File: src/hdl/czb_pkg.sv
// Shared constants, types and microprogram for the centre-zero bar graph sequencer.
`default_nettype none

package czb_pkg;

  // Bar and run sizing
  localparam int MAX_BARS    = 24;
  localparam int MAX_RESULTS = 30;
  localparam int BAR_W       = ($clog2(MAX_BARS + 1) < 2) ? 2 : $clog2(MAX_BARS + 1);
  localparam int HALF_MAX    = (MAX_BARS + 1) / 3;
  localparam int HALF_W      = ($clog2(HALF_MAX + 1) < 1) ? 1 : $clog2(HALF_MAX + 1);
  localparam int CNT_W       = $clog2(2 * HALF_MAX + 2);
  localparam int RES_W       = $clog2(MAX_RESULTS);

  // Divide by three through a reciprocal: exact for dividends below 512
  localparam int RECIP3       = 171;
  localparam int RECIP3_SHIFT = 9;

  // Stream payload widths
  localparam int IN_DATA_W  = 40;
  localparam int OUT_DATA_W = 24;

  // LCD command codes
  typedef enum logic [1:0] {
    CMD_CURSOR = 2'd0,
    CMD_LTR    = 2'd1,
    CMD_RTL    = 2'd2,
    CMD_WRITE  = 2'd3
  } cmd_e;

  // Character codes
  localparam logic [7:0] BLANK_CHAR    = 8'd32;
  localparam logic [7:0] GLYPH_FULL    = 8'd0;
  localparam logic [7:0] GLYPH_MARK    = 8'd1;
  localparam logic [7:0] GLYPH_MARK_R  = 8'd2;
  localparam logic [7:0] GLYPH_MARK_L  = 8'd3;
  localparam logic [7:0] GLYPH_ONE_R   = 8'd4;
  localparam logic [7:0] GLYPH_ONE_L   = 8'd5;
  localparam logic [7:0] GLYPH_TWO_R   = 8'd6;
  localparam logic [7:0] GLYPH_TWO_L   = 8'd7;

  // Control word fields
  typedef enum logic [1:0] {
    COL_NONE   = 2'd0,
    COL_BLANK  = 2'd1,
    COL_CENTRE = 2'd2
  } col_sel_e;

  typedef enum logic [1:0] {
    CHR_NONE  = 2'd0,
    CHR_BLANK = 2'd1,
    CHR_MARK  = 2'd2,
    CHR_BAR   = 2'd3
  } chr_sel_e;

  typedef enum logic [1:0] {
    MAG_HOLD = 2'd0,
    MAG_MARK = 2'd1,
    MAG_BAR  = 2'd2
  } mag_op_e;

  typedef enum logic [1:0] {
    LOOP_NONE = 2'd0,
    LOOP_CNT  = 2'd1,
    LOOP_HOLD = 2'd2
  } loop_e;

  typedef enum logic [1:0] {
    END_NONE   = 2'd0,
    END_MARK   = 2'd1,
    END_BAR    = 2'd2,
    END_ALWAYS = 2'd3
  } end_sel_e;

  typedef struct packed {
    cmd_e     cmd;
    logic     dir_sign;
    col_sel_e col_sel;
    chr_sel_e chr_sel;
    logic     cnt_load;
    logic     cnt_dec;
    mag_op_e  mag_op;
    loop_e    loop_sel;
    end_sel_e end_sel;
  } ucode_t;

  // Values derived from one request at load time
  typedef struct packed {
    logic              neg;
    logic [BAR_W-1:0]  mag;
    logic [HALF_W-1:0] half;
  } bar_load_t;

  // Microprogram steps
  localparam int PROG_LEN = 7;
  localparam int PC_W     = $clog2(PROG_LEN);

  localparam logic [PC_W-1:0] STEP_CUR_BLANK = PC_W'(0);
  localparam logic [PC_W-1:0] STEP_LTR       = PC_W'(1);
  localparam logic [PC_W-1:0] STEP_BLANK     = PC_W'(2);
  localparam logic [PC_W-1:0] STEP_CUR_CTR   = PC_W'(3);
  localparam logic [PC_W-1:0] STEP_DIR       = PC_W'(4);
  localparam logic [PC_W-1:0] STEP_MARK      = PC_W'(5);
  localparam logic [PC_W-1:0] STEP_BAR       = PC_W'(6);

  // Read-only control store
  function automatic ucode_t ucode_word(input logic [PC_W-1:0] pc);
    ucode_t w;
    w.cmd      = CMD_WRITE;
    w.dir_sign = 1'b0;
    w.col_sel  = COL_NONE;
    w.chr_sel  = CHR_NONE;
    w.cnt_load = 1'b0;
    w.cnt_dec  = 1'b0;
    w.mag_op   = MAG_HOLD;
    w.loop_sel = LOOP_NONE;
    w.end_sel  = END_NONE;
    unique case (pc)
      STEP_CUR_BLANK: begin
        w.cmd     = CMD_CURSOR;
        w.col_sel = COL_BLANK;
      end
      STEP_LTR: begin
        w.cmd      = CMD_LTR;
        w.cnt_load = 1'b1;
      end
      STEP_BLANK: begin
        w.chr_sel  = CHR_BLANK;
        w.cnt_dec  = 1'b1;
        w.loop_sel = LOOP_CNT;
      end
      STEP_CUR_CTR: begin
        w.cmd     = CMD_CURSOR;
        w.col_sel = COL_CENTRE;
      end
      STEP_DIR: begin
        w.cmd      = CMD_LTR;
        w.dir_sign = 1'b1;
      end
      STEP_MARK: begin
        w.chr_sel = CHR_MARK;
        w.mag_op  = MAG_MARK;
        w.end_sel = END_MARK;
      end
      STEP_BAR: begin
        w.chr_sel  = CHR_BAR;
        w.mag_op   = MAG_BAR;
        w.loop_sel = LOOP_HOLD;
        w.end_sel  = END_BAR;
      end
      default: begin
        w.end_sel = END_ALWAYS;
      end
    endcase
    return w;
  endfunction

endpackage

`default_nettype wire

File: src/hdl/czb_bar_math.sv
// Request decode: limit saturation, magnitude clamp and blank half width.
`default_nettype none

module czb_bar_math (
  input  wire logic [15:0]          bar_value_i,
  input  wire logic [7:0]           bar_limit_i,
  output czb_pkg::bar_load_t        load_o
);

  logic                           neg;
  logic [15:0]                    abs_val;
  logic [czb_pkg::BAR_W-1:0]      lim;
  logic [czb_pkg::BAR_W+8:0]      lim_inc;
  logic [czb_pkg::BAR_W+8:0]      prod;

  // Saturate the limit and clamp the magnitude; -32768 stays 0x8000 unsigned
  always_comb begin
    neg     = bar_value_i[15];
    abs_val = neg ? 16'(~bar_value_i + 16'd1) : bar_value_i;
    lim     = (bar_limit_i > 8'(czb_pkg::MAX_BARS)) ? czb_pkg::BAR_W'(czb_pkg::MAX_BARS)
                                                    : czb_pkg::BAR_W'(bar_limit_i);
  end

  // Half blank width is (limit + 1) / 3 through a reciprocal multiply
  always_comb begin
    lim_inc = (czb_pkg::BAR_W + 9)'(lim) + (czb_pkg::BAR_W + 9)'(1);
    prod    = lim_inc * (czb_pkg::BAR_W + 9)'(czb_pkg::RECIP3);
  end

  always_comb begin
    load_o.neg  = neg;
    load_o.mag  = (abs_val > 16'(lim)) ? lim : czb_pkg::BAR_W'(abs_val);
    load_o.half = czb_pkg::HALF_W'(prod >> czb_pkg::RECIP3_SHIFT);
  end

endmodule

`default_nettype wire

File: src/hdl/centre_zero_bargraph_char_sequencer_core.sv
// Top level: microcoded command sequencer for a centre-zero LCD bar graph.
//
//   Channel  Dir  Handshake              Payload
//   s_axis   in   tvalid/tready          tdata: bar_value, bar_limit, centre_column, display_row
//   m_axis   out  tvalid/tready, tlast   tdata: cursor_column, cursor_row, char_code; tuser: command
//
// A request is first loaded, then one command per cycle, while m_axis does not stall, comes from a
// seven-step control store; a run is 2 + (2*half+1) + 3 + full commands, plus one more when
// bars are left over, at most 30. The single output register sets the pace: a stalled
// m_axis holds the sequencer on its current step. s_axis is ready only between runs, and
// it may accept while the final command still waits.
// Reset is asynchronous, active low, and leaves the sequencer idle.
`default_nettype none

module centre_zero_bargraph_char_sequencer_core (
  input  wire logic        clk_i,
  input  wire logic        rst_ni,
  input  wire logic        s_axis_tvalid_i,
  output      logic        s_axis_tready_o,
  // [15:0] bar_value, [23:16] bar_limit, [31:24] centre_column, [33:32] display_row
  input  wire logic [czb_pkg::IN_DATA_W-1:0] s_axis_tdata_i,
  output      logic        m_axis_tvalid_o,
  input  wire logic        m_axis_tready_i,
  // [7:0] cursor_column, [9:8] cursor_row, [17:10] char_code
  output      logic [czb_pkg::OUT_DATA_W-1:0] m_axis_tdata_o,
  // [1:0] command
  output      logic [1:0]  m_axis_tuser_o,
  output      logic        m_axis_tlast_o
);

  czb_pkg::bar_load_t             load;
  czb_pkg::ucode_t                cw;

  logic                           busy_q, busy_d;
  logic [czb_pkg::PC_W-1:0]       pc_q, pc_d;
  logic [czb_pkg::RES_W-1:0]      res_cnt_q, res_cnt_d;
  logic [czb_pkg::CNT_W-1:0]      cnt_q, cnt_d;
  logic [czb_pkg::BAR_W-1:0]      ml_q, ml_d;
  logic                           out_valid_q, out_valid_d;
  logic                           neg_q;
  logic [czb_pkg::HALF_W-1:0]     half_q;
  logic [7:0]                     centre_q;
  logic [1:0]                     row_q;
  logic [czb_pkg::OUT_DATA_W-1:0] out_data_q;
  logic [1:0]                     out_cmd_q;
  logic                           out_last_q;

  logic                           accept;
  logic                           fire;
  czb_pkg::cmd_e                  step_cmd;
  logic [7:0]                     step_col;
  logic [1:0]                     step_row;
  logic [7:0]                     step_chr;
  logic                           step_end;
  logic                           step_last;

  czb_bar_math u_bar_math (
    .bar_value_i (s_axis_tdata_i[15:0]),
    .bar_limit_i (s_axis_tdata_i[23:16]),
    .load_o      (load)
  );

  assign s_axis_tready_o = !busy_q;
  assign accept          = s_axis_tvalid_i && !busy_q;
  assign fire            = busy_q && (!out_valid_q || m_axis_tready_i);
  assign cw              = czb_pkg::ucode_word(pc_q);

  // Decode the current control word into one command
  always_comb begin
    step_cmd = (cw.dir_sign && neg_q) ? czb_pkg::CMD_RTL : cw.cmd;

    unique case (cw.col_sel)
      czb_pkg::COL_BLANK:  step_col = centre_q - 8'(half_q);
      czb_pkg::COL_CENTRE: step_col = centre_q;
      default:             step_col = 8'd0;
    endcase
    step_row = (cw.col_sel == czb_pkg::COL_NONE) ? 2'd0 : row_q;

    unique case (cw.chr_sel)
      czb_pkg::CHR_BLANK: step_chr = czb_pkg::BLANK_CHAR;
      czb_pkg::CHR_MARK: begin
        if (ml_q == '0) begin
          step_chr = czb_pkg::GLYPH_MARK;
        end else begin
          step_chr = neg_q ? czb_pkg::GLYPH_MARK_L : czb_pkg::GLYPH_MARK_R;
        end
      end
      czb_pkg::CHR_BAR: begin
        if (ml_q >= czb_pkg::BAR_W'(3)) begin
          step_chr = czb_pkg::GLYPH_FULL;
        end else if (ml_q == czb_pkg::BAR_W'(2)) begin
          step_chr = neg_q ? czb_pkg::GLYPH_TWO_L : czb_pkg::GLYPH_TWO_R;
        end else begin
          step_chr = neg_q ? czb_pkg::GLYPH_ONE_L : czb_pkg::GLYPH_ONE_R;
        end
      end
      default: step_chr = 8'd0;
    endcase

    unique case (cw.end_sel)
      czb_pkg::END_MARK:   step_end = (ml_q <= czb_pkg::BAR_W'(1));
      czb_pkg::END_BAR:    step_end = (ml_q <= czb_pkg::BAR_W'(3));
      czb_pkg::END_ALWAYS: step_end = 1'b1;
      default:             step_end = 1'b0;
    endcase

    // Cut the run at the result cap
    step_last = step_end || (res_cnt_q == czb_pkg::RES_W'(czb_pkg::MAX_RESULTS - 1));
  end

  // Advance the step counter, loop counters and output slot
  always_comb begin
    busy_d      = busy_q;
    pc_d        = pc_q;
    res_cnt_d   = res_cnt_q;
    cnt_d       = cnt_q;
    ml_d        = ml_q;
    out_valid_d = out_valid_q;

    if (m_axis_tready_i) begin
      out_valid_d = 1'b0;
    end

    if (accept) begin
      busy_d    = 1'b1;
      pc_d      = czb_pkg::STEP_CUR_BLANK;
      res_cnt_d = '0;
      ml_d      = load.mag;
    end else if (fire) begin
      out_valid_d = 1'b1;
      res_cnt_d   = res_cnt_q + czb_pkg::RES_W'(1);

      if (cw.cnt_load) begin
        cnt_d = czb_pkg::CNT_W'({half_q, 1'b1});
      end else if (cw.cnt_dec) begin
        cnt_d = cnt_q - czb_pkg::CNT_W'(1);
      end

      unique case (cw.mag_op)
        czb_pkg::MAG_MARK: ml_d = (ml_q == '0) ? '0 : ml_q - czb_pkg::BAR_W'(1);
        czb_pkg::MAG_BAR:  ml_d = (ml_q >= czb_pkg::BAR_W'(3)) ? ml_q - czb_pkg::BAR_W'(3)
                                                               : '0;
        default:           ml_d = ml_q;
      endcase

      priority if (step_last) begin
        busy_d = 1'b0;
        pc_d   = czb_pkg::STEP_CUR_BLANK;
      end else if (cw.loop_sel == czb_pkg::LOOP_HOLD) begin
        pc_d = pc_q;
      end else if (cw.loop_sel == czb_pkg::LOOP_CNT && cnt_q != czb_pkg::CNT_W'(1)) begin
        pc_d = pc_q;
      end else begin
        pc_d = pc_q + czb_pkg::PC_W'(1);
      end
    end
  end

  // Hold control state
  always_ff @(posedge clk_i or negedge rst_ni) begin
    if (!rst_ni) begin
      busy_q      <= 1'b0;
      pc_q        <= czb_pkg::STEP_CUR_BLANK;
      res_cnt_q   <= '0;
      cnt_q       <= '0;
      ml_q        <= '0;
      out_valid_q <= 1'b0;
    end else begin
      busy_q      <= busy_d;
      pc_q        <= pc_d;
      res_cnt_q   <= res_cnt_d;
      cnt_q       <= cnt_d;
      ml_q        <= ml_d;
      out_valid_q <= out_valid_d;
    end
  end

  // Capture request payload and drive the output register
  always_ff @(posedge clk_i) begin
    if (accept) begin
      neg_q    <= load.neg;
      half_q   <= load.half;
      centre_q <= s_axis_tdata_i[31:24];
      row_q    <= s_axis_tdata_i[33:32];
    end
    if (fire) begin
      out_data_q <= czb_pkg::OUT_DATA_W'({step_chr, step_row, step_col});
      out_cmd_q  <= step_cmd;
      out_last_q <= step_last;
    end
  end

  assign m_axis_tvalid_o = out_valid_q;
  assign m_axis_tdata_o  = out_data_q;
  assign m_axis_tuser_o  = out_cmd_q;
  assign m_axis_tlast_o  = out_last_q;

endmodule

`default_nettype wire

File: config.mk
export PLATFORM = sky130hd
export DESIGN_NAME = centre_zero_bargraph_char_sequencer_core
export DESIGN_NICKNAME = d
export VERILOG_FILES = /design/src/hdl/czb_pkg.sv /design/src/hdl/czb_bar_math.sv /design/src/hdl/centre_zero_bargraph_char_sequencer_core.sv
export SDC_FILE = /design/constraint.sdc
export NUM_CORES = 1
export LEC_CHECK = 0
export BUFFER_PORTS_ARGS = -buffer_cell sky130_fd_sc_hd__buf_2
export CAP_MARGIN = 20
export CORE_MARGIN = 2
export CORE_UTILIZATION = 52
export DETAILED_ROUTE_END_ITERATION = 7
export GPL_TIMING_DRIVEN = 0
export PLACE_DENSITY = 0.89
export SLEW_MARGIN = 20
export SYNTH_ARGS = -nofsm -noshare
export SYNTH_HDL_FRONTEND = slang
export SYNTH_HIERARCHICAL = 1
export SYNTH_SLANG_ARGS = --single-unit
File: constraint.sdc
create_clock -name clk_i -period 2 [get_ports clk_i]
set_clock_uncertainty 0.15 [all_clocks]
set_input_delay 0.1 -clock clk_i [delete_from_list [all_inputs] [get_ports clk_i]]
set_output_delay 0.1 -clock clk_i [all_outputs]
set_load 0.02 [all_outputs]
# Word-level counts from Yosys, hierarchy flattened
# Cells that the tools add are included.
[op_classes]
add_sub_neg = 8
n_mul = 1
div_mod_pow = 0
magnitude_cmp = 5
n_eq_ne = 23
shifts = 0
n_mux = 41
bitwise = 2
reduce_logical = 22
[op_table]
columns = ["op", "n"]
rows = [
  ["$mux W5", 10],
  ["$mux W3", 6],
  ["$pmux W6 S3", 1],
  ["$add A16 B1 Y16 const B", 1],
  ["$gt A16 B5 Y1", 1],
  ["$mux W16", 1],
  ["$not A16 Y16", 1],
  ["$pmux W2 S2", 4],
  ["$pmux W8 S2", 1],
  ["$eq A2 B2 Y1 const B", 7],
  ["$mul A14 B8 Y13 const B", 1],
  ["$mux W1", 12],
  ["$pmux W2 S3", 2],
  ["$eq A2 B1 Y1 const B", 5],
  ["$pmux W5 S2", 1],
  ["$sub A5 B1 Y5 const B", 2],
  ["$eq A3 B3 Y1 const B", 3],
  ["$gt A8 B5 Y1 const B", 1],
  ["$sub A8 B4 Y8", 1],
  ["$add A5 B1 Y6 const B", 1],
  ["$eq A3 B2 Y1 const B", 2],
  ["$ne A3 B3 Y1 const B", 2],
  ["$reduce_and A3 Y1", 2],
  ["$reduce_bool A2 Y1", 3],
  ["23 further kinds", 31],
]
[word_totals]
reg_bits = 56
latch_bits = 0
ram_bits = 0
romBits = 0
inputBits = 44
output_inout_bits = 29
wordCells = 116
mem_count = 0

# Logic depth before layout (Yosys ltp)
# Gate-level depths: netlist (run 1).
[logic_depth]
ltp_word = 9
depth_mapped = 14
mapped_depth_nobuf = 14

# Hierarchy
# The synthesis (run 1) kept the hierarchy.
[by_module_without_submodules]
columns = ["module", "instances", "cells_each", "area_each_um2"]
rows = [
  ["centre_zero_bargraph_char_sequencer_core", 1, 284, 2960.3],
  ["czb_bar_math", 1, 141, 1178.6],
]

# Worst setup path before layout (run 1)
# Ideal clock, no wire load.
[synth_path]
path_type = "in2reg"
startpoint = "input port s_axis_tdata_i[19] (netlist bit)"
endpoint = "register half_q[2] (netlist bit) (data pin)"
setup_ns = 0.260
t_arrival_ns = 3.584
t_required_ns = 1.590
setup_slack_ns = -1.994
cell_stages = 11
cell_sequence = "a2111oi_4 > nand4_1 > xor2_1 > ha_1 > fa_1 > fa_1 > ha_1 > a2111oi_0 > a211oi_1 > nor3_1 > xnor2_1"
[synth_lines]
columns = ["item", "line", "rtl"]
rows = [
  ["from (decl)", "centre_zero_bargraph_char_sequencer_core.sv:21", "input wire logic [czb_pkg::IN_DATA_W-1:0] s_axis_tdata_i,"],
  ["to (signal assigned)", "centre_zero_bargraph_char_sequencer_core.sv:182", "half_q <= load.half;"],
  ["to (decl)", "centre_zero_bargraph_char_sequencer_core.sv:41", "logic [czb_pkg::HALF_W-1:0] half_q;"],
]

==> impl_metrics.env, run 1 <==
export IMPL_cp_start_kind="input pin"
export IMPL_cts_max_level=2
export IMPL_gr_usage_all_layers=0.243
export IMPL_setup_ws_ps=-1470
export IMPL_hold_path_class="input pin to flop"
export IMPL_netlist_area_um2=4140
export IMPL_rows=32
export IMPL_multi_input_area_um2=2890
export IMPL_layout_common_cells="buf_2, buf_4, nand2_1, ha_1, edfxtp_1"
export IMPL_antenna_found_initial=0
export IMPL_fp_dieW_um=93.2
export IMPL_ys_types=72
export IMPL_vias=3895
export IMPL_ant_nets=0
export IMPL_cts_tree="yes"
export IMPL_crit_path_end_kind="flop"
export IMPL_seq_area_um2=1470
export IMPL_portBuffers=55
export IMPL_drtPass1Iterations=5
export IMPL_async_flop_share=0.385
export IMPL_drcViolationCount=0
export IMPL_drt_iter0_drc=310
export IMPL_synth_edf_count=32
export IMPL_drv_cap=0
export IMPL_synth_warnings=6
export IMPL_design_area_um2=5640
export IMPL_clock_sinks=52
export IMPL_critPathMaxFanout=3
export IMPL_syn_inst=425
export IMPL_clkSlewWorstSetupHoldPaths_ps=100
export IMPL_drive_gt1_frac=0.375
export IMPL_final_common_cell="buf_2"
export IMPL_vdd_ir_drop_worst_v=0.000576
export IMPL_diodes=0
export IMPL_synthFlopType="edfxtp_1"
export IMPL_place_area_um2=4690
export IMPL_synthToLayoutAreaGrowth_pct=36.2
export IMPL_wire_per_inst_um=17.8
export IMPL_grt_pass1_vias=3721
export IMPL_critical_path_arrival_ps=3390
export IMPL_clkLatencyLatePin_ps=310
export IMPL_drv_slew=0
export IMPL_fillers=484
export IMPL_setup_viol=17
export IMPL_worstMarginPinSlew_ps=615
export IMPL_ctsRootBufferMaster="clkbuf_8"
export IMPL_dieArea_um2=8690
export IMPL_required_ps=1920
export IMPL_slew_headroom=0.578
export IMPL_fin_crit_sh=1.73
export IMPL_reg2reg_slack_ps=-190
export IMPL_grt_pass1_wl_um=16900
export IMPL_viasPerCell=6.03
export IMPL_io_pins=73
export IMPL_place_gp_congestion=0.914
export IMPL_powerDensity_nw_per_um2=1120
export IMPL_worstPathCellList="buf_8, a2111oi_4, nand4_1, xor2_2, ha_4, fa_1, fa_1, ha_4, a2111oi_4, buf_4, a21oi_2, o21ai_1, a211oi_1"
export IMPL_leakagePower_uw=0.00245
export IMPL_grt_max_degree=27
export IMPL_nets=642
export IMPL_totalWireLength_um=11500
export IMPL_dieHeight_um=93.2
export IMPL_fmax_mhz=288
export IMPL_ys_ff_latch=52
export IMPL_fin_crit_ps=3470
export IMPL_cp_slowest_cell="fa_1"
export IMPL_numCtsBuffers=5
export IMPL_post_place_ws_ps=-2290
export IMPL_cp_slowest_stage_delay_ps=570
export IMPL_core_um2=7730
export IMPL_grt_overflow_total=0
export IMPL_violations="setup timing"
export IMPL_synth_seq_area_share=0.353
export IMPL_power_uw=6340
export IMPL_initial_core_util=0.536
export IMPL_finalHoldViolations=0
export IMPL_critPathKind="input pin to flop"
export IMPL_synth_avg_cell_area_um2=9.74
export IMPL_status="complete, but fails checks"
export IMPL_ctsLongestPathBuffers=2
export IMPL_rsz0062_at_grt="yes"
export IMPL_hpwl_um=6670
==> worst max-delay path: cells and delay by family <==
| kind | cells | cell delay [ps] |
|---|---|---|
| AOI/OAI and AO/OA | 5 | 1020 |
| xor gates and xnor gates | 1 | 230 |
| adders and majority gates | 4 | 1520 |
| buffers and inverters | 2 | 280 |
| and+or+nand+nor | 1 | 230 |
==> layout make-up <==
class,count,area share
buffer,19,0.0309
tap,102,0.0226
multi-input combinational,324,0.512
sequential,52,0.260
clock inverter,2,0.00688
timing repair buffer,103,0.126
inverter,38,0.0284
clock buffer,6,0.0129
==> final timing paths <==
path,cells past startpoint,startpoint,to
worst min register to register,1,row_q[1],m_axis_tdata_o[9]
min in group asynchronous,2,rst_ni,ml_q[2]
worst max-delay path,13,s_axis_tdata_i[20],half_q[1]
worst max register to register,9,centre_q[0],m_axis_tdata_o[4]
max in group asynchronous,2,rst_ni,pc_q[0]
worst min-delay path,3,m_axis_tready_i,m_axis_tvalid_o
==> synthesized netlist by cell type, drive strengths merged, types with 3 or more instances <==
| cell type | count | share of area |
|---|---|---|
| o31ai | 6 | 0.011 |
| nor2 | 26 | 0.025 |
| a21o | 5 | 0.0091 |
| mux2i | 7 | 0.017 |
| nor2b | 6 | 0.0091 |
| and2 | 4 | 0.0066 |
| xor2 | 7 | 0.015 |
| a21boi | 4 | 0.0073 |
| or4b | 3 | 0.0073 |
| inv | 38 | 0.034 |
| nand3b | 3 | 0.0054 |
| fa | 8 | 0.039 |
| clkbuf | 6 | 0.0054 |
| ha | 47 | 0.14 |
| o211ai | 3 | 0.0054 |
| a31oi | 4 | 0.0060 |
| nand2 | 38 | 0.034 |
| and3 | 3 | 0.0045 |
| o22ai | 5 | 0.0076 |
| a2111oi | 3 | 0.012 |
| nand2b | 5 | 0.0076 |
| a41oi | 3 | 0.0063 |
| a211oi | 3 | 0.0066 |
| nor4 | 9 | 0.015 |
| nand3 | 11 | 0.013 |
| a22oi | 4 | 0.0073 |
| xnor2 | 7 | 0.015 |
| buf | 15 | 0.028 |
| nand4 | 8 | 0.012 |
| edfxtp | 32 | 0.23 |
| a21oi | 20 | 0.024 |
| or3 | 4 | 0.0073 |
| dfrtp | 20 | 0.12 |
| o21ai | 19 | 0.023 |
| nor3 | 9 | 0.011 |
==> where the power goes <==
group / switching, µW / internal (µW) / leakage [µW]
Clock: 370 / 379 / 0.0000558
Combinational: 2060 / 1640 / 0.00186
Sequential: 308 / 1570 / 0.000538
Total: 2740 / 3590 / 0.00245
==> timing repair <==
action                     4_1_cts  5_1_grt
setup endpoints to repair       26       28
pin swaps                       26       33
setup buffers                   16       19
gates cloned                     0        0
hold buffers                    13        0
resized for setup               63       43
hold endpoints to repair        32        0
==> layer usage <==
layer	track usage	vias up	share of wire
met2	0.456	189	0.52
met3	0.0306	50	0.054
met5	0	-	0
met1	0.280	1888	0.38
met4	0.0956	0	0.042
li1	-	1768	-
==> logic make-up (layout without fill, tap and decap cells) <==
family | after synthesis | count (layout) | share of synthesized area
and+or+nand+nor | 138 | 138 | 0.179
AOI/OAI and AO/OA | 97 | 97 | 0.169
buffers and inverters | 59 | 168 | 0.0674
adders and majority gates | 55 | 55 | 0.181
DFF | 52 | 52 | 0.353
xor gates and xnor gates | 14 | 14 | 0.0296
muxes | 8 | 8 | 0.0196
other | 2 | 12 | 0.00181
==> state kept, by name (all words and copies together), names as in the netlist <==
register	count
ml_q	5
m_axis_tvalid_o	1
m_axis_tuser_o	2
res_cnt_q	5
centre_q	8
cnt_q	5
pc_q	3
neg_q	1
row_q	2
busy_q	1
half_q	4
m_axis_tdata_o	14
m_axis_tlast_o	1
==> metrics by stage <==
stage	std cells	utilization	TNS [ps]	hold WS (ps)
floorplan	435	-	-9380	-346
global placement	592	0.606	-13650	-76.4
detailed placement	592	0.606	-15390	-78.4
CTS	629	0.688	-8880	29.8
global route	646	0.729	-11830	62.8
finish	646	0.729	-10010	27.1
Note: power is estimated with default switching activity, not from simulation.
==> run 2: changes to the inputs <==
--- a/config.mk
+++ b/config.mk
@@ -11,6 +11,7 @@
 export CORE_UTILIZATION = 52
 export DETAILED_ROUTE_END_ITERATION = 7
 export GPL_TIMING_DRIVEN = 0
+export HOLD_SLACK_MARGIN = 0.03
 export PLACE_DENSITY = 0.89
 export SLEW_MARGIN = 20
 export SYNTH_ARGS = -nofsm -noshare
==> run 2 against run 1 <==
The run still ends with setup timing left; die area unchanged; clock-buffer cell count unchanged; via count increased by 0.33%; first-iteration DRC count decreased by 7.4%; core utilization increased by 0.18 points; setup slack got worse by 2.3 ps; sequential power about the same; critical path depth unchanged; largest power group unchanged.
==> impl_metrics.env, run 2 (same netlist as run 1, synthesis figures left out) <==
export IMPL_status="complete, but fails checks"
export IMPL_violations="setup timing"
export IMPL_viasPerCell=6.04
export IMPL_drive_gt1_frac=0.374
export IMPL_crit_buf_inv=2
export IMPL_fp_dieW_um=93.2
export IMPL_leakagePower_uw=0.00246
export IMPL_place_area_um2=4690
export IMPL_p_clk_frac=0.119
export IMPL_powerDensity_nw_per_um2=1120
export IMPL_critical_path_arrival_ps=3400
export IMPL_rr_startpoint="centre_q[0]"
export IMPL_slew_headroom=0.574
export IMPL_rows=32
export IMPL_grt_pass1_wl_um=16900
export IMPL_power_uw=6350
export IMPL_critPathTopFamily="adder cells"
export IMPL_drv_slew=0
export IMPL_ant_nets=0
export IMPL_cts_tree="yes"
export IMPL_drtPass1Iterations=5
export IMPL_critPathMaxFanout=3
export IMPL_seqPwrFrac=0.297
export IMPL_crit_path_end_kind="flop"
export IMPL_core_um2=7730
export IMPL_setup_viol=17
export IMPL_ctsLongestPathBuffers=2
export IMPL_rsz0062_at_grt="yes"
export IMPL_grt_overflow_total=0
export IMPL_synthToLayoutAreaGrowth_pct=36.5
export IMPL_required_ps=1930
export IMPL_final_common_cell="buf_2"
export IMPL_io_pins=73
export IMPL_design_area_um2=5650
export IMPL_finish_utilization=0.731
export IMPL_post_place_ws_ps=-2290
export IMPL_dieHeight_um=93.2
export IMPL_switching_power_uw=2750
export IMPL_p_int_uw=3600
export IMPL_worstPathCellList="buf_8, a2111oi_4, nand4_1, xor2_2, ha_4, fa_1, fa_1, ha_4, a2111oi_4, buf_4, a21oi_2, o21ai_1, a211oi_1"
export IMPL_hpwl_um=6670
export IMPL_use_met1=0.280
export IMPL_vias=3908
export IMPL_grt_pass1_vias=3721
export IMPL_wire_per_inst_um=17.8
export IMPL_critPathKind="input pin to flop"
export IMPL_gr_usage_met2=0.456
export IMPL_totalWireLength_um=11500
export IMPL_finalHoldViolations=0
export IMPL_hold_path_class="input pin to asynchronous set/reset pin"
export IMPL_dieArea_um2=8690
export IMPL_antenna_found_initial=0
export IMPL_vdd_ir_drop_worst_v=0.000579
export IMPL_ctsRootBufferMaster="clkbuf_8"
export IMPL_drcViolationCount=0
export IMPL_pwr_share_comb=0.584
export IMPL_r2r_cells=9
export IMPL_gr_usage_all_layers=0.243
export IMPL_diodes=0
export IMPL_worstMarginPinSlew_ps=621
export IMPL_layout_common_cells="buf_2, buf_4, nand2_1, ha_1, edfxtp_1"
export IMPL_fmax_mhz=288
export IMPL_numCtsBuffers=5
export IMPL_top_usage_layer="met2"
export IMPL_drv_cap=0
export IMPL_clkSlewWorstSetupHoldPaths_ps=100
export IMPL_initial_core_util=0.536
export IMPL_place_gp_congestion=0.914
export IMPL_rr_endpoint="m_axis_tdata_o[4]"
export IMPL_cts_max_level=2
export IMPL_drt_iter0_drc=287
export IMPL_cp_start_kind="input pin"
export IMPL_reg2reg_slack_ps=-190
export IMPL_fin_crit_ps=3470
export IMPL_clock_sinks=52
export IMPL_grt_max_degree=27
export IMPL_cp_slowest_cell="fa_1"
export IMPL_cp_slowest_stage_delay_ps=570
export IMPL_nets=643
export IMPL_largest_reg_flops=14
export IMPL_grtUsageMet3=0.0306
export IMPL_swShare=0.433
export IMPL_fin_crit_sh=1.73
export IMPL_portBuffers=55
export IMPL_clkLatencyLatePin_ps=320
export IMPL_setup_ws_ps=-1470
run 2: cell types whose count changed in the layout (fill, tap and decap cells not counted), sizes merged:
| cell | change |
|---|---|
| dlygate4sd3 | +1 |
run 2: worst reg2reg max path, cell delays in order (launching register included):
cell	delay (ps)
edfxtp_1	420
inv_1	90
ha_2	190
inv_2	50
fa_2	350
a21o_1	200
a21oi_4	210
nor2b_2	60
o21ai_1	140
a21boi_1	90
run 2: per-layer routing:
metal	vias to the layer above	routed length (µm)
li1	1775	-
met1	1879	4340
met2	202	6020
met3	52	659
met4	0	494
met5	-	0
run 2: final cells by class:
type / count / area, µm²
plain buffers: 19 / 178
clock buffers: 6 / 72.6
clock inverters: 2 / 38.8
fillers: 479 / 2080
inverters: 38 / 160
multi-input cells: 324 / 2890
flip-flops and latches: 52 / 1470
well taps: 102 / 128
repair buffers: 104 / 719
run 2: metrics by stage:
step	TNS [ps]	cells	hold WS (ps)
after floorplan	-9380	435	-346
after global placement	-13650	592	-76.4
final	-10010	647	125
after detailed placement	-15390	592	-78.4
after CTS	-8880	630	122
after global routing	-11840	647	152
run 2: worst max-delay path by stage:
stage / from / end / slack, ps / cells after the start
after floorplan: s_axis_tdata_i[20] / half_q[2] / -1640 / 11
after global placement: s_axis_tdata_i[20] / half_q[2] / -2120 / 14
after detailed placement: s_axis_tdata_i[20] / half_q[2] / -2290 / 14
after CTS: s_axis_tdata_i[19] / half_q[3] / -1440 / 12
after global routing: s_axis_tdata_i[20] / half_q[2] / -1610 / 15
final: s_axis_tdata_i[20] / half_q[1] / -1470 / 13
run 2: power by group through the flow:
| stage | registers, µW | clock network (µW) | logic (µW) |
|---|---|---|---|
| 6_report | 1880 | 754 | 3710 |
| 3_5_place_dp | 1860 | 0 | 2680 |
| 5_1_grt | 1920 | 791 | 4010 |
| 2_1_floorplan | 1990 | 0 | 1890 |
| 3_3_place_gp | 1840 | 0 | 2550 |
| 4_1_cts | 1830 | 735 | 3130 |
run 2: repair_timing:
action                                 CTS  global route
setup endpoints to repair               26            28
resized for setup                       63            44
endpoints found under the hold margin   33             0
buffers inserted                        16            19
pin swaps                               26            33
hold buffers                            14             0
